[config.mk]
export PLATFORM = sky130hd
export DESIGN_NAME = ascii_decimal_int64_parser
export DESIGN_NICKNAME = d
export VERILOG_FILES = /design/src/aidp_pkg.sv /design/src/aidp_digit_acc.sv /design/src/aidp_core.sv /design/src/ascii_decimal_int64_parser.sv
export SDC_FILE = /design/constraint.sdc
export NUM_CORES = 1
export LEC_CHECK = 0
export ABC_AREA = 1
export BUFFER_PORTS_ARGS = -buffer_cell sky130_fd_sc_hd__buf_4
export CAP_MARGIN = 20
export CORE_MARGIN = 2
export CORE_UTILIZATION = 30
export DETAILED_ROUTE_END_ITERATION = 10
export SLEW_MARGIN = 20
export SYNTH_ARGS = -nofsm -noshare
export SYNTH_HDL_FRONTEND = slang
export SYNTH_HIERARCHICAL = 1
export SYNTH_SLANG_ARGS = --single-unit
[constraint.sdc]
create_clock -name i_clk -period 12.4 [get_ports i_clk]
set_input_delay 0 -clock i_clk [delete_from_list [all_inputs] [get_ports i_clk]]
set_output_delay 0 -clock i_clk [all_outputs]
set_load 0.05 [all_outputs]
[src/aidp_pkg.sv]
// Package for the ASCII decimal to 64-bit integer parser.
// Holds the transfer payload types and the character and kind codes.
// No dependencies; every module of the parser imports it.
`timescale 1ns / 1ps
`default_nettype none

package aidp_pkg;

    // Item kinds on the input channel.
    localparam logic KIND_CHAR = 1'b0;
    localparam logic KIND_END  = 1'b1;

    // Character codes.
    localparam logic [7:0] CHAR_ZERO  = 8'h30;
    localparam logic [7:0] CHAR_NINE  = 8'h39;
    localparam logic [7:0] CHAR_PLUS  = 8'h2B;
    localparam logic [7:0] CHAR_MINUS = 8'h2D;
    localparam logic [7:0] CHAR_SPACE = 8'h20;
    localparam logic [7:0] CHAR_TAB   = 8'h09;
    localparam logic [7:0] CHAR_LF    = 8'h0A;
    localparam logic [7:0] CHAR_VT    = 8'h0B;
    localparam logic [7:0] CHAR_FF    = 8'h0C;
    localparam logic [7:0] CHAR_CR    = 8'h0D;

    // Accumulator widths: the product by ten needs four guard bits.
    localparam int VALUE_W = 64;
    localparam int WIDE_W  = VALUE_W + 4;

    // Input item: one character or an end marker.
    typedef struct packed {
        logic       kind;
        logic [7:0] char_code;
    } t_in_item;

    // Result item, emitted once per end marker.
    typedef struct packed {
        logic                ok;
        logic [VALUE_W-1:0]  value;
    } t_out_item;

    // Inputs of the digit accumulator.
    typedef struct packed {
        logic                signed_mode;
        logic                negative;
        logic [3:0]          digit;
        logic [VALUE_W-1:0]  magnitude;
    } t_acc_req;

endpackage : aidp_pkg

`default_nettype wire

[src/aidp_digit_acc.sv]
// Digit accumulator: magnitude * 10 + digit with a range check.
// The check compares the widened sum against the active 64-bit limit.
// Depends on aidp_pkg.
`timescale 1ns / 1ps
`default_nettype none

module aidp_digit_acc
    import aidp_pkg::*;
(
    input  var t_acc_req             i_req,
    output var logic [VALUE_W-1:0]   o_magnitude,
    output var logic                 o_overflow
);

    logic [WIDE_W-1:0]  w_wide_mag;
    logic [WIDE_W-1:0]  w_sum;
    logic [VALUE_W-1:0] w_limit;

    // Times ten as a shift-add, then add the new digit.
    assign w_wide_mag = {4'b0000, i_req.magnitude};
    assign w_sum      = (w_wide_mag << 3) + (w_wide_mag << 1)
                        + {{(WIDE_W-4){1'b0}}, i_req.digit};

    // Largest magnitude allowed: 2^63 for negative signed, 2^63-1 for
    // positive signed, and all ones for unsigned.
    always_comb begin
        if (!i_req.signed_mode) begin
            w_limit = {VALUE_W{1'b1}};
        end else if (i_req.negative) begin
            w_limit = {1'b1, {(VALUE_W-1){1'b0}}};
        end else begin
            w_limit = {1'b0, {(VALUE_W-1){1'b1}}};
        end
    end

    assign o_overflow  = w_sum > {4'b0000, w_limit};
    assign o_magnitude = w_sum[VALUE_W-1:0];

endmodule : aidp_digit_acc

`default_nettype wire

[src/aidp_core.sv]
// Parser core: phase, magnitude and sign registers and their update.
// Produces the result of an end item combinationally for the output register.
// Depends on aidp_pkg and aidp_digit_acc.
`timescale 1ns / 1ps
`default_nettype none

module aidp_core
    import aidp_pkg::*;
(
    input  var logic       i_clk,
    input  var logic       i_rst_n,
    input  var logic       i_step,
    input  var t_in_item   i_item,
    input  var logic       i_signed_mode,
    output var t_out_item  o_result
);

    typedef enum logic [2:0] {
        PH_LEAD  = 3'd0,
        PH_SIGN  = 3'd1,
        PH_DIGIT = 3'd2,
        PH_TRAIL = 3'd3,
        PH_ERROR = 3'd4
    } t_phase;

    t_phase              r_phase, n_phase;
    logic [VALUE_W-1:0]  r_magnitude, n_magnitude;
    logic                r_negative, n_negative;

    logic [7:0]          w_c;
    logic                w_is_digit;
    logic                w_is_ws;
    t_acc_req            w_req;
    logic [VALUE_W-1:0]  w_acc_mag;
    logic                w_acc_ovf;

    // Character classification.
    assign w_c        = i_item.char_code;
    assign w_is_digit = (w_c >= CHAR_ZERO) && (w_c <= CHAR_NINE);
    assign w_is_ws    = (w_c == CHAR_SPACE) || (w_c == CHAR_TAB) || (w_c == CHAR_LF)
                        || (w_c == CHAR_VT) || (w_c == CHAR_FF) || (w_c == CHAR_CR);

    // The low nibble of an ASCII digit is its value.
    assign w_req.signed_mode = i_signed_mode;
    assign w_req.negative    = r_negative;
    assign w_req.digit       = w_c[3:0];
    assign w_req.magnitude   = r_magnitude;

    aidp_digit_acc u_acc (
        .i_req       (w_req),
        .o_magnitude (w_acc_mag),
        .o_overflow  (w_acc_ovf)
    );

    // Next state for one transfer.
    always_comb begin
        n_phase     = r_phase;
        n_magnitude = r_magnitude;
        n_negative  = r_negative;
        if (i_step) begin
            if (i_item.kind == KIND_END) begin
                n_phase     = PH_LEAD;
                n_magnitude = '0;
                n_negative  = 1'b0;
            end else begin
                case (r_phase)
                    PH_LEAD: begin
                        if (w_is_ws) begin
                            n_phase = PH_LEAD;
                        end else if (w_c == CHAR_PLUS) begin
                            n_phase = PH_SIGN;
                        end else if (w_c == CHAR_MINUS && i_signed_mode) begin
                            n_phase    = PH_SIGN;
                            n_negative = 1'b1;
                        end else if (w_is_digit) begin
                            if (w_acc_ovf) begin
                                n_phase = PH_ERROR;
                            end else begin
                                n_phase     = PH_DIGIT;
                                n_magnitude = w_acc_mag;
                            end
                        end else begin
                            n_phase = PH_ERROR;
                        end
                    end
                    PH_SIGN, PH_DIGIT: begin
                        if (w_is_digit) begin
                            if (w_acc_ovf) begin
                                n_phase = PH_ERROR;
                            end else begin
                                n_phase     = PH_DIGIT;
                                n_magnitude = w_acc_mag;
                            end
                        end else if (r_phase == PH_DIGIT && w_is_ws) begin
                            n_phase = PH_TRAIL;
                        end else begin
                            n_phase = PH_ERROR;
                        end
                    end
                    PH_TRAIL: begin
                        if (!w_is_ws) begin
                            n_phase = PH_ERROR;
                        end
                    end
                    default: begin
                        n_phase = PH_ERROR;
                    end
                endcase
            end
        end
    end

    // Result of an end item: valid text gives the signed or plain value.
    always_comb begin
        o_result.ok    = (r_phase == PH_DIGIT) || (r_phase == PH_TRAIL);
        o_result.value = '0;
        if (o_result.ok) begin
            o_result.value = r_negative ? (~r_magnitude + 64'd1) : r_magnitude;
        end
    end

    // State registers.
    always_ff @(posedge i_clk) begin
        if (!i_rst_n) begin
            r_phase     <= PH_LEAD;
            r_magnitude <= '0;
            r_negative  <= 1'b0;
        end else begin
            r_phase     <= n_phase;
            r_magnitude <= n_magnitude;
            r_negative  <= n_negative;
        end
    end

endmodule : aidp_core

`default_nettype wire

[src/ascii_decimal_int64_parser.sv]
// Top level of the ASCII decimal to 64-bit integer parser.
// Input register, result register, mode register and handshakes.
// Depends on aidp_pkg and aidp_core.
`timescale 1ns / 1ps
`default_nettype none

// The parser takes one character per cycle while o_in_stall is low and gives one
// result per end item. A character transfer is consumed from the input register
// by the core; an end item's result appears in the output register the cycle
// after the end item is consumed. The sustained rate is one item per clock while
// o_in_stall is low, set by the single update of the phase and accumulator
// registers (a 68-bit shift-add and compare).
// o_in_stall rises only when an end item waits for a result still held by
// the downstream stall. Write signed_mode (reset 1) only while the parser is
// idle; 1 parses signed 64-bit text, 0 unsigned. No clearing pass follows
// reset.
module ascii_decimal_int64_parser
    import aidp_pkg::*;
(
    input  var logic       i_clk,
    input  var logic       i_rst_n,
    input  var logic       i_cfg_wr_en,
    input  var logic       i_cfg_wr_data,
    input  var logic       i_in_valid,
    output var logic       o_in_stall,
    input  var t_in_item   i_in_item,
    output var logic       o_out_valid,
    input  var logic       i_out_stall,
    output var t_out_item  o_out_item
);

    logic       r_signed_mode;
    logic       r_in_valid;
    t_in_item   r_in_item;
    logic       r_out_valid;
    t_out_item  r_out_item;

    logic       w_out_free;
    logic       w_step;
    logic       w_step_end;
    t_out_item  w_result;

    // Mode register.
    always_ff @(posedge i_clk) begin
        if (!i_rst_n) begin
            r_signed_mode <= 1'b1;
        end else if (i_cfg_wr_en) begin
            r_signed_mode <= i_cfg_wr_data;
        end
    end

    // Characters always advance; an end item needs room in the result register.
    assign w_out_free = !r_out_valid || !i_out_stall;
    assign w_step     = r_in_valid && ((r_in_item.kind == KIND_CHAR) || w_out_free);
    assign w_step_end = w_step && (r_in_item.kind == KIND_END);
    assign o_in_stall = r_in_valid && !w_step;

    // Input register.
    always_ff @(posedge i_clk) begin
        if (!i_rst_n) begin
            r_in_valid <= 1'b0;
        end else if (i_in_valid && !o_in_stall) begin
            r_in_valid <= 1'b1;
        end else if (w_step) begin
            r_in_valid <= 1'b0;
        end
    end

    always_ff @(posedge i_clk) begin
        if (i_in_valid && !o_in_stall) begin
            r_in_item <= i_in_item;
        end
    end

    aidp_core u_core (
        .i_clk         (i_clk),
        .i_rst_n       (i_rst_n),
        .i_step        (w_step),
        .i_item        (r_in_item),
        .i_signed_mode (r_signed_mode),
        .o_result      (w_result)
    );

    // Result register.
    always_ff @(posedge i_clk) begin
        if (!i_rst_n) begin
            r_out_valid <= 1'b0;
        end else if (w_step_end) begin
            r_out_valid <= 1'b1;
        end else if (!i_out_stall) begin
            r_out_valid <= 1'b0;
        end
    end

    always_ff @(posedge i_clk) begin
        if (w_step_end) begin
            r_out_item <= w_result;
        end
    end

    assign o_out_valid = r_out_valid;
    assign o_out_item  = r_out_item;

    // A rejected text always carries a zero value.
    a_reject_zero : assert property (@(posedge i_clk) disable iff (!i_rst_n)
        (r_out_valid && !r_out_item.ok) |-> (r_out_item.value == '0))
        else $error("rejected result with nonzero value");

    // Every consumed end item yields a result in the next cycle.
    a_end_result : assert property (@(posedge i_clk) disable iff (!i_rst_n)
        w_step_end |=> r_out_valid)
        else $error("end item consumed without a result");

    // A stalled input item stays in the input register unchanged.
    a_hold_item : assert property (@(posedge i_clk) disable iff (!i_rst_n)
        o_in_stall |=> (r_in_valid && $stable(r_in_item)))
        else $error("stalled input item lost");

endmodule : ascii_decimal_int64_parser

`default_nettype wire

Word level (Yosys, flattened, before mapping)

Index checks and enable logic that the tools add are counted.

Register bits after elaboration: 145
Bits of input ports: 15
Output and inout bits: 67
Word-level logic and storage cells: 93

Add/subtract/negate cells: 3
Order comparisons: 3
Equality and inequality tests: 18
Muxes and demuxes: 29
Bitwise logic cells: 2
Reductions and logical operators: 28

Operator list:

| kind                    | number |
|---|---|
| $mux W64                | 9 |
| $pmux W64 S2            | 1 |
| $add A67 B65 Y68        | 1 |
| $add A68 B4 Y68         | 1 |
| $gt A68 B64 Y1          | 1 |
| $add A64 B1 Y64 const B | 1 |
| $not A64 Y64            | 1 |
| $eq A8 B4 Y1 const B    | 5 |
| $mux W3                 | 9 |
| $eq A8 B6 Y1 const B    | 3 |
| $ne A3 B3 Y1 const B    | 4 |
| $reduce_and A5 Y1       | 2 |
| $mux W1                 | 9 |
| $pmux W3 S3             | 1 |
| $ge A8 B6 Y1 const B    | 1 |
| $le A8 B6 Y1 const B    | 1 |
| $logic_or A1 B1 Y1      | 8 |
| $logic_and A1 B1 Y1     | 7 |
| $eq A3 B2 Y1 const B    | 2 |
| $reduce_bool A2 Y1      | 3 |
| $logic_not A1 Y1        | 4 |
| $ne A2 B2 Y1 const B    | 2 |
| $eq A3 B1 Y1 const B    | 1 |
| $logic_not A3 Y1        | 1 |
| other kinds (5)         | 5 |

Longest topological paths before layout

Gate-level depths: netlist (run 1).

Depth in word-level cells: 11
Gate-level depth with buffers: 36
Depth with buffers taken out: 35

Hierarchy

The synthesis (run 1) kept the hierarchy.

By module, submodules not included:

| module                     | times used | cells an instance | area each (um^2) | seq. area each (um^2) |
|---|---|---|---|---|
| aidp_digit_acc             | 1          | 1104              | 6890.4           | 0.0 |
| aidp_core                  | 1          | 977               | 5358.9           | 1361.3 |
| ascii_decimal_int64_parser | 1          | 97                | 2366.0           | 2282.2 |

Worst setup path after synthesis (run 1)

OpenSTA, ideal clock, no wires.

Kind: register -> register
Start: reg r_in_item[3] (netlist name)
End: reg u_core.r_magnitude[37]
Library setup time: 0.116 ns
Arrival time: 4.376 ns
Data required time: 12.284 ns
Slack: 7.909 ns
Cell stages (with the launch flop): 36
Path buffers: 2
Period minus slack after synthesis: 4.491 ns
Cell sequence: edfxtp_1 fa_1 inv_1 fa_1 o21ai_2 nand2_1 nand2_2 nand2_1 nand2_2 nand3_2 nand2_2 nand2_1 nand2_2 a21oi_2 xnor2_1 ha_1 nand2_1 nor2_1 a211oi_1 o21ai_0 a21oi_1 nand2_1 nand2_1 nand2_1 nand2_1 nand2_1 nand2_1 nand2_1 inv_1 nand4_2 o21ai_2 nand2_2 buf_6 buf_6 a21oi_1 nor2_1

Word-level cells in the longest chain between the ends: 9
Elaborated cells between the ends (all ways): 30
Classes of those cells: add/sub (1); order compare (3); eq/ne (11); mux (7); reduce/logical (8)

Ends and longest elaborated chain:

| item                           | line                             | text |
|---|---|---|
| start, declared                | ascii_decimal_int64_parser.sv:34 | `t_in_item r_in_item;` |
| start signal, assigned         | ascii_decimal_int64_parser.sv:71 | `r_in_item <= i_in_item;` |
| $add A68 B4 Y68 *              | aidp_digit_acc.sv:22             | `+ {{(WIDE_W-4){1'b0}}, i_req.digit};` |
| named net u_core.w_acc_mag[50] | aidp_core.sv:34                  | `logic [VALUE_W-1:0] w_acc_mag;` |
| $gt A68 B64 Y1 *               | aidp_digit_acc.sv:36             | `assign o_overflow = w_sum > {4'b0000, w_limit};` |
| named net u_core.w_acc_ovf     | aidp_core.sv:35                  | `logic w_acc_ovf;` |
| $mux W64 *                     | aidp_core.sv:76, aidp_core.sv:88 |  |
| $mux W64 *                     | aidp_core.sv:75                  | `end else if (w_is_digit) begin` |
| $mux W64                       | aidp_core.sv:72                  | `end else if (w_c == CHAR_MINUS && i_signed_mode) begin` |
| $mux W64                       | aidp_core.sv:70                  | `end else if (w_c == CHAR_PLUS) begin` |
| $mux W64                       | aidp_core.sv:68                  | `if (w_is_ws) begin` |
| $pmux W64 S2 *                 | aidp_core.sv:66                  | `case (r_phase)` |
| $mux W64 *                     | aidp_core.sv:61                  | `if (i_item.kind == KIND_END) begin` |
| end signal, assigned           | aidp_core.sv:130                 | `r_magnitude <= n_magnitude;` |
| end, declared                  | aidp_core.sv:27                  | `logic [VALUE_W-1:0] r_magnitude, n_magnitude;` |

Mark *: on every way through the listed nets, which the timed path passes. The rest lies on a longest branch. The select of a mux whose other input is x is not followed.
A chain may end at the register's enable or synchronous reset.

Worst setup path after layout (run 1)

Start: reg r_in_item[2] (netlist name)
End: reg u_core.r_magnitude[51]

The elaborated chain is that of the path after synthesis.

==> flow_summary.json, run 1 <==
{
  "grt_antenna_before_repair": 0,
  "ctsHoldBuffers": 14,
  "synth_mux_area_frac": 0,
  "rows": 80,
  "ys_ff_latch": 145,
  "drt-wirelength-per-cell_um": 17.6,
  "drtPass1Iterations": 6,
  "grt_pass1_wl_mm": 78.1,
  "outcome": "finished clean",
  "num_vias": 14759,
  "clk_path_buf_depth": 2,
  "clock-root-buffer": "clkbuf_16",
  "crit_slowest_cell": "nand2_4",
  "viasPerCell": 5.12,
  "finalWirelength_mm": 50.8,
  "postCtsSetupBuffers": 0,
  "ys_warn_count": 6,
  "synthesis.nets": 2387,
  "synthXorXnorAreaFrac": 0.0330,
  "required_ps": 12710,
  "clk-insertion-delay-late_ps": 440,
  "path_clk_slew_ps": 60,
  "final.setup.tns_ps": 0,
  "dp_slack_ps": 6020,
  "rsz0062_at_grt": "no",
  "grt_pass1_vias": 13832,
  "start_kind": "register",
  "final.min_clock_period_ps": 6420,
  "synth_edf_count": 74,
  "area_delta_synth_final_pct": 13.5,
  "p_per_area_mw_per_mm2": 86.9,
  "grt_use_total": 0.201,
  "synth_top_family_by_area": "simple AND/OR/NAND/NOR gates",
  "critPathKind": "reg -> reg",
  "synth_compound_area_frac": 0.181,
  "cts-htree-levels": 4,
  "cts.sinks": 145,
  "gp_congestion": 0.972,
  "initial_core_util": 0.305,
  "ys_seq_area_frac": 0.249,
  "nets": 2464,
  "finalHoldViolCount": 0,
  "tritoncts": "yes",
  "min_period_over_period": 0.518,
  "vdd_ir_drop_max_mv": 0.0841,
  "async_flop_share": 0,
  "die_area_mm2": 0.0505,
  "crit_fanout": 106,
  "crit_top_cell": "nand2_1",
  "num_io_pins": 82,
  "cap_violations": 0,
  "antenna_left": 0,
  "die_x_um": 225,
  "grt_overflow": 0,
  "numPortBuffers": 81,
  "insertedDiodeCount": 0,
  "numCtsBuffers": 17,
  "worst_pin_slew_ps": 1050,
  "power_mw": 1.44,
  "grt_max_degree": 107,
  "synth_adder_area_share": 0.167,
  "power.leakage_nw": 8.19,
  "setup_viol": 0,
  "ctsResizeCount": 0,
  "dr.first_iter.drc_count": 1339,
  "crit_path_end_kind": "register",
  "fmax_mhz": 156,
  "ys.flop_type": "edfxtp_1",
  "drive_above_1_share": 0.0877,
  "relSlewSlack": 0.301,
  "fillerInstances": 5145,
  "syn_area_per_cell_um2": 6.71,
  "drv_slew": 0,
  "cpPeakStageDelay_ps": 750,
  "layout_setup_ws_ps": 5980,
  "yosys.area_share.simple": 0.289,
  "synth_cells": 2178,
  "fin_skew_ps": 10.4,
  "worstPathArrival_ps": 6730,
  "coreArea_mm2": 0.0479,
  "drc": 0,
  "finish.utilization": 0.346,
  "die_y_um": 225,
  "multiInputGateArea_mm2": 0.00980,
  "synth.distinct_cells": 49,
  "hpwl_mm": 42.4,
  "hold_class": "in -> reg",
  "synth.cell_area_mm2": 0.0146,
  "register_area_mm2": 0.00364
}
## per-stage QoR
stage          std cells  hold slack (ps)  instance area (um^2)
2_1_floorplan       2178             97.6                 14600
3_3_place_gp        2837              178                 15800
3_5_place_dp        2837              179                 15800
4_1_cts             2883             50.7                 16600
5_1_grt             2883             95.5                 16600
6_report            2883             44.9                 16600
## worst max-delay path, delay by kind of cell (launching register included)
family                   cells  cell delay, ps
buffers and inverters        4             670
flip-flops                   1             450
XOR/XNOR                     1             390
AND/OR/NAND/NOR             22            2850
AO/OA/AOI/OAI                4             680
adder cells (fa/ha/maj)      4            1180
## flip-flops by register name, indices dropped and copies added (netlist names)
name,cells
o_out_item,65
o_out_valid,1
r_in_item,9
r_in_valid,1
r_signed_mode,1
u_core/r_magnitude,64
u_core/r_negative,1
u_core/r_phase,3
## area by class of cell
cell class,count,share of cell area
multi-input combinational,1734,0.591
sequential,145,0.220
inverter,257,0.0582
timing repair buffer,100,0.0474
tap,615,0.0464
clock buffer,23,0.0302
clock inverter,9,0.00724
## synthesized netlist by cell type, types with 4 or more instances
library cell    n  area [um^2]
a211oi_1        4         30.0
a21o_1         16          120
a21oi_1       230         1150
a21oi_2         8         70.1
a31oi_1         6         37.5
buf_6           6         67.6
clkbuf_1       31          116
dfxtp_1        71         1420
edfxtp_1       74         2220
ha_1          192         2400
inv_1         248          931
inv_2           8         30.0
nand2_1       455         1710
nand2_2        25          156
nand3_1        98          490
nand3_2         6         60.1
nand4_1        25          156
nor2_1        334         1250
nor2_2         12         75.1
nor3_1         20          100
nor4_1          6         37.5
o21a_1          9         67.6
o21ai_0       180          901
o21ai_1         5         25.0
o21ai_2         7         61.3
o21bai_1        9         67.6
xnor2_1        18          158
xor2_1         37          324
## where the power goes
group | switching (mW) | leakage, nW | internal, mW
clock network | 0.205 | 0.299 | 0.328
logic | 0.252 | 6.61 | 0.108
registers | 0.0269 | 1.28 | 0.521
total | 0.484 | 8.19 | 0.957
## cells in the final DEF (no fill, tap or decap), drive strengths merged, types with 37 or more instances in the layout
| cell type | instances |
|---|---|
| buf | 86 |
| o21ai | 193 |
| ha | 192 |
| inv | 257 |
| xor2 | 37 |
| nor2 | 348 |
| edfxtp | 74 |
| nand2 | 481 |
| nand3 | 104 |
| a21oi | 238 |
| dfxtp | 71 |
## routing by layer
layer,GRT usage,up-vias,wire length [um]
li1,-,7448,-
met5,0,-,0
met4,0.0637,0,1240
met3,0.0226,48,2900
met2,0.311,493,22000
met1,0.289,6770,24700
## final timing paths
check	cells past startpoint	startpoint	to	slack, ps
worst max-delay path	35	r_in_item[2]	u_core/r_magnitude[51]	5980
worst min-delay path	3	i_rst_n	o_out_valid	40
worst min register to register	2	u_core/r_phase[0]	u_core/r_phase[0]	510
worst max register to register	35	r_in_item[2]	u_core/r_magnitude[51]	5980
## cells by family (layout without fill, tap and decap cells)
group | after synthesis | count (layout)
AND/OR/NAND/NOR | 1000 | 1000
flip-flops | 145 | 145
AO/OA/AOI/OAI | 485 | 485
adder cells (fa/ha/maj) | 194 | 194
buffers and inverters | 299 | 389
XOR/XNOR | 55 | 55
(Power assumes the default switching activity.)
==> run 2: changes to the inputs <==
clock period = 5.3 ns   (was 12.4 ns; I/O delays follow)
==> run 2 against run 1 <==
First-iteration DRC count decreased by 11%; core utilization increased by 1.2 points; critical endpoint is now u_core/r_magnitude[54]; wire length increased by 0.56%; critical path type unchanged.
==> flow_summary.json, run 2 (same netlist as run 1, synthesis figures left out) <==
{
  "coreArea_mm2": 0.0479,
  "fmax_mhz": 198,
  "stdcell_count": 2944,
  "worstPathArrival_ps": 5390,
  "cpPeakStageDelay_ps": 470,
  "drc": 0,
  "clock-root-buffer": "clkbuf_16",
  "hold_class": "in -> reg",
  "final.setup.tns_ps": 0,
  "grt_antenna_before_repair": 0,
  "die_area_mm2": 0.0505,
  "start_kind": "register",
  "outcome": "finished clean",
  "whs_ps": 44.9,
  "initial_core_util": 0.305,
  "reg2reg_slack_ps": 240,
  "crit_fanout": 41,
  "min_period_over_period": 0.955,
  "power.internal_mw": 2.21,
  "switching_share": 0.348,
  "combPwrFrac": 0.256,
  "insertedDiodeCount": 0,
  "numCtsBuffers": 17,
  "grt_max_degree": 68,
  "nets": 2525,
  "power_frac_clock": 0.365,
  "die_y_um": 225,
  "antenna_left": 0,
  "switchingPower_mw": 1.18,
  "clk-insertion-delay-late_ps": 450,
  "cts.sinks": 145,
  "gp_congestion": 0.933,
  "drive_above_1_share": 0.128,
  "hpwl_mm": 42.8,
  "largest_reg_flops": 65,
  "cts-htree-levels": 4,
  "numPortBuffers": 81,
  "crit_top_cell": "nand2_1",
  "dr.first_iter.drc_count": 1188,
  "final_cell_mix": "455 x nand2_1, 331 x nor2_1, 245 x inv_1",
  "grt_pass1_wl_mm": 78.9,
  "crit_path_end_kind": "register",
  "drtPass1Iterations": 6,
  "power.leakage_nw": 8.51,
  "rsz0062_at_grt": "yes",
  "finalWirelength_mm": 51.1,
  "die_x_um": 225,
  "final.min_clock_period_ps": 5060,
  "finalHoldViolCount": 0,
  "p_seq_frac": 0.379,
  "num_io_pins": 82,
  "worst_pin_slew_ps": 1020,
  "fin_skew_ps": 14.9,
  "crit_slowest_cell": "dfxtp_2",
  "drv_slew": 0,
  "grt_overflow": 0,
  "grt_use_total": 0.202,
  "relSlewSlack": 0.323,
  "viasPerCell": 5.07,
  "path_clk_slew_ps": 70,
  "setup_viol": 0,
  "num_vias": 14916,
  "required_ps": 5620,
  "tritoncts": "yes",
  "place_inst": 2892,
  "drt-wirelength-per-cell_um": 17.3,
  "rows": 80,
  "area_delta_synth_final_pct": 17.4,
  "cap_violations": 0,
  "final_common_cell": "nand2_1",
  "clk_path_buf_depth": 2,
  "critPathKind": "reg -> reg",
  "p_per_area_mw_per_mm2": 197,
  "grt_pass1_vias": 14219,
  "vdd_ir_drop_max_mv": 0.228
}
## run 2: worst paths after layout
kind / startpoint / to / depth (start not counted)
worst max-delay path: u_core/r_magnitude[35] / u_core/r_magnitude[54] / 29
worst min-delay path: i_rst_n / o_out_valid / 3
worst max register to register: u_core/r_magnitude[35] / u_core/r_magnitude[54] / 29
worst min register to register: u_core/r_phase[1] / u_core/r_phase[1] / 2
## run 2: timing repair
| item | CTS | global route |
|---|---|---|
| hold buffers | 14 | 0 |
| endpoints found under the setup margin | 64 | 66 |
| setup buffers | 1 | 5 |
| pin swaps | 1 | 3 |
| endpoints found under the hold margin | 12 | 0 |
| gates resized for setup | 3 | 36 |
## run 2: cell type report
cell class | count | area (um^2)
fill | 5104 | 30800
multi-input combinational | 1734 | 9870
sequential | 145 | 3670
timing repair buffer | 161 | 1290
inverter | 257 | 966
tap | 615 | 769
clock buffer | 17 | 425
clock inverter | 15 | 168
## run 2: critical path: cells and delay by family, from the launching register on
family,cells,cell delay (ps)
AOI/OAI and AO/OA,8,1280
adders and majority gates,3,970
and+or+nand+nor,12,1270
DFF,1,470
xor gates and xnor gates,1,220
buffers and inverters,5,700
## run 2: metrics by stage
step                worst slack (ps)  cell area [um^2]   util  power, mW
global route                   -14.4             17200  0.358       3.55
floorplan                        809             14600      -       1.85
CTS                             56.6             17000  0.355       3.38
global placement                -132             16300  0.340       2.13
detailed placement             -94.4             16300  0.340       2.14
finish                           239             17200  0.358       3.39
## run 2: routing by layer
metal,GRT usage,vias up,wire [um]
met5,0,-,0
met4,0.0684,0,1380
met3,0.0202,55,2470
met2,0.318,403,22200
met1,0.287,6889,25000
li1,-,7569,-
## run 2: power by group through the flow
| stage | logic, mW | clock network, mW | registers [mW] |
|---|---|---|---|
| final | 0.866 | 1.24 | 1.28 |
| after global routing | 0.959 | 1.30 | 1.29 |
| after CTS | 0.846 | 1.25 | 1.28 |
| after detailed placement | 0.834 | 0 | 1.31 |
| after global placement | 0.824 | 0 | 1.30 |
| after floorplan | 0.529 | 0 | 1.32 |
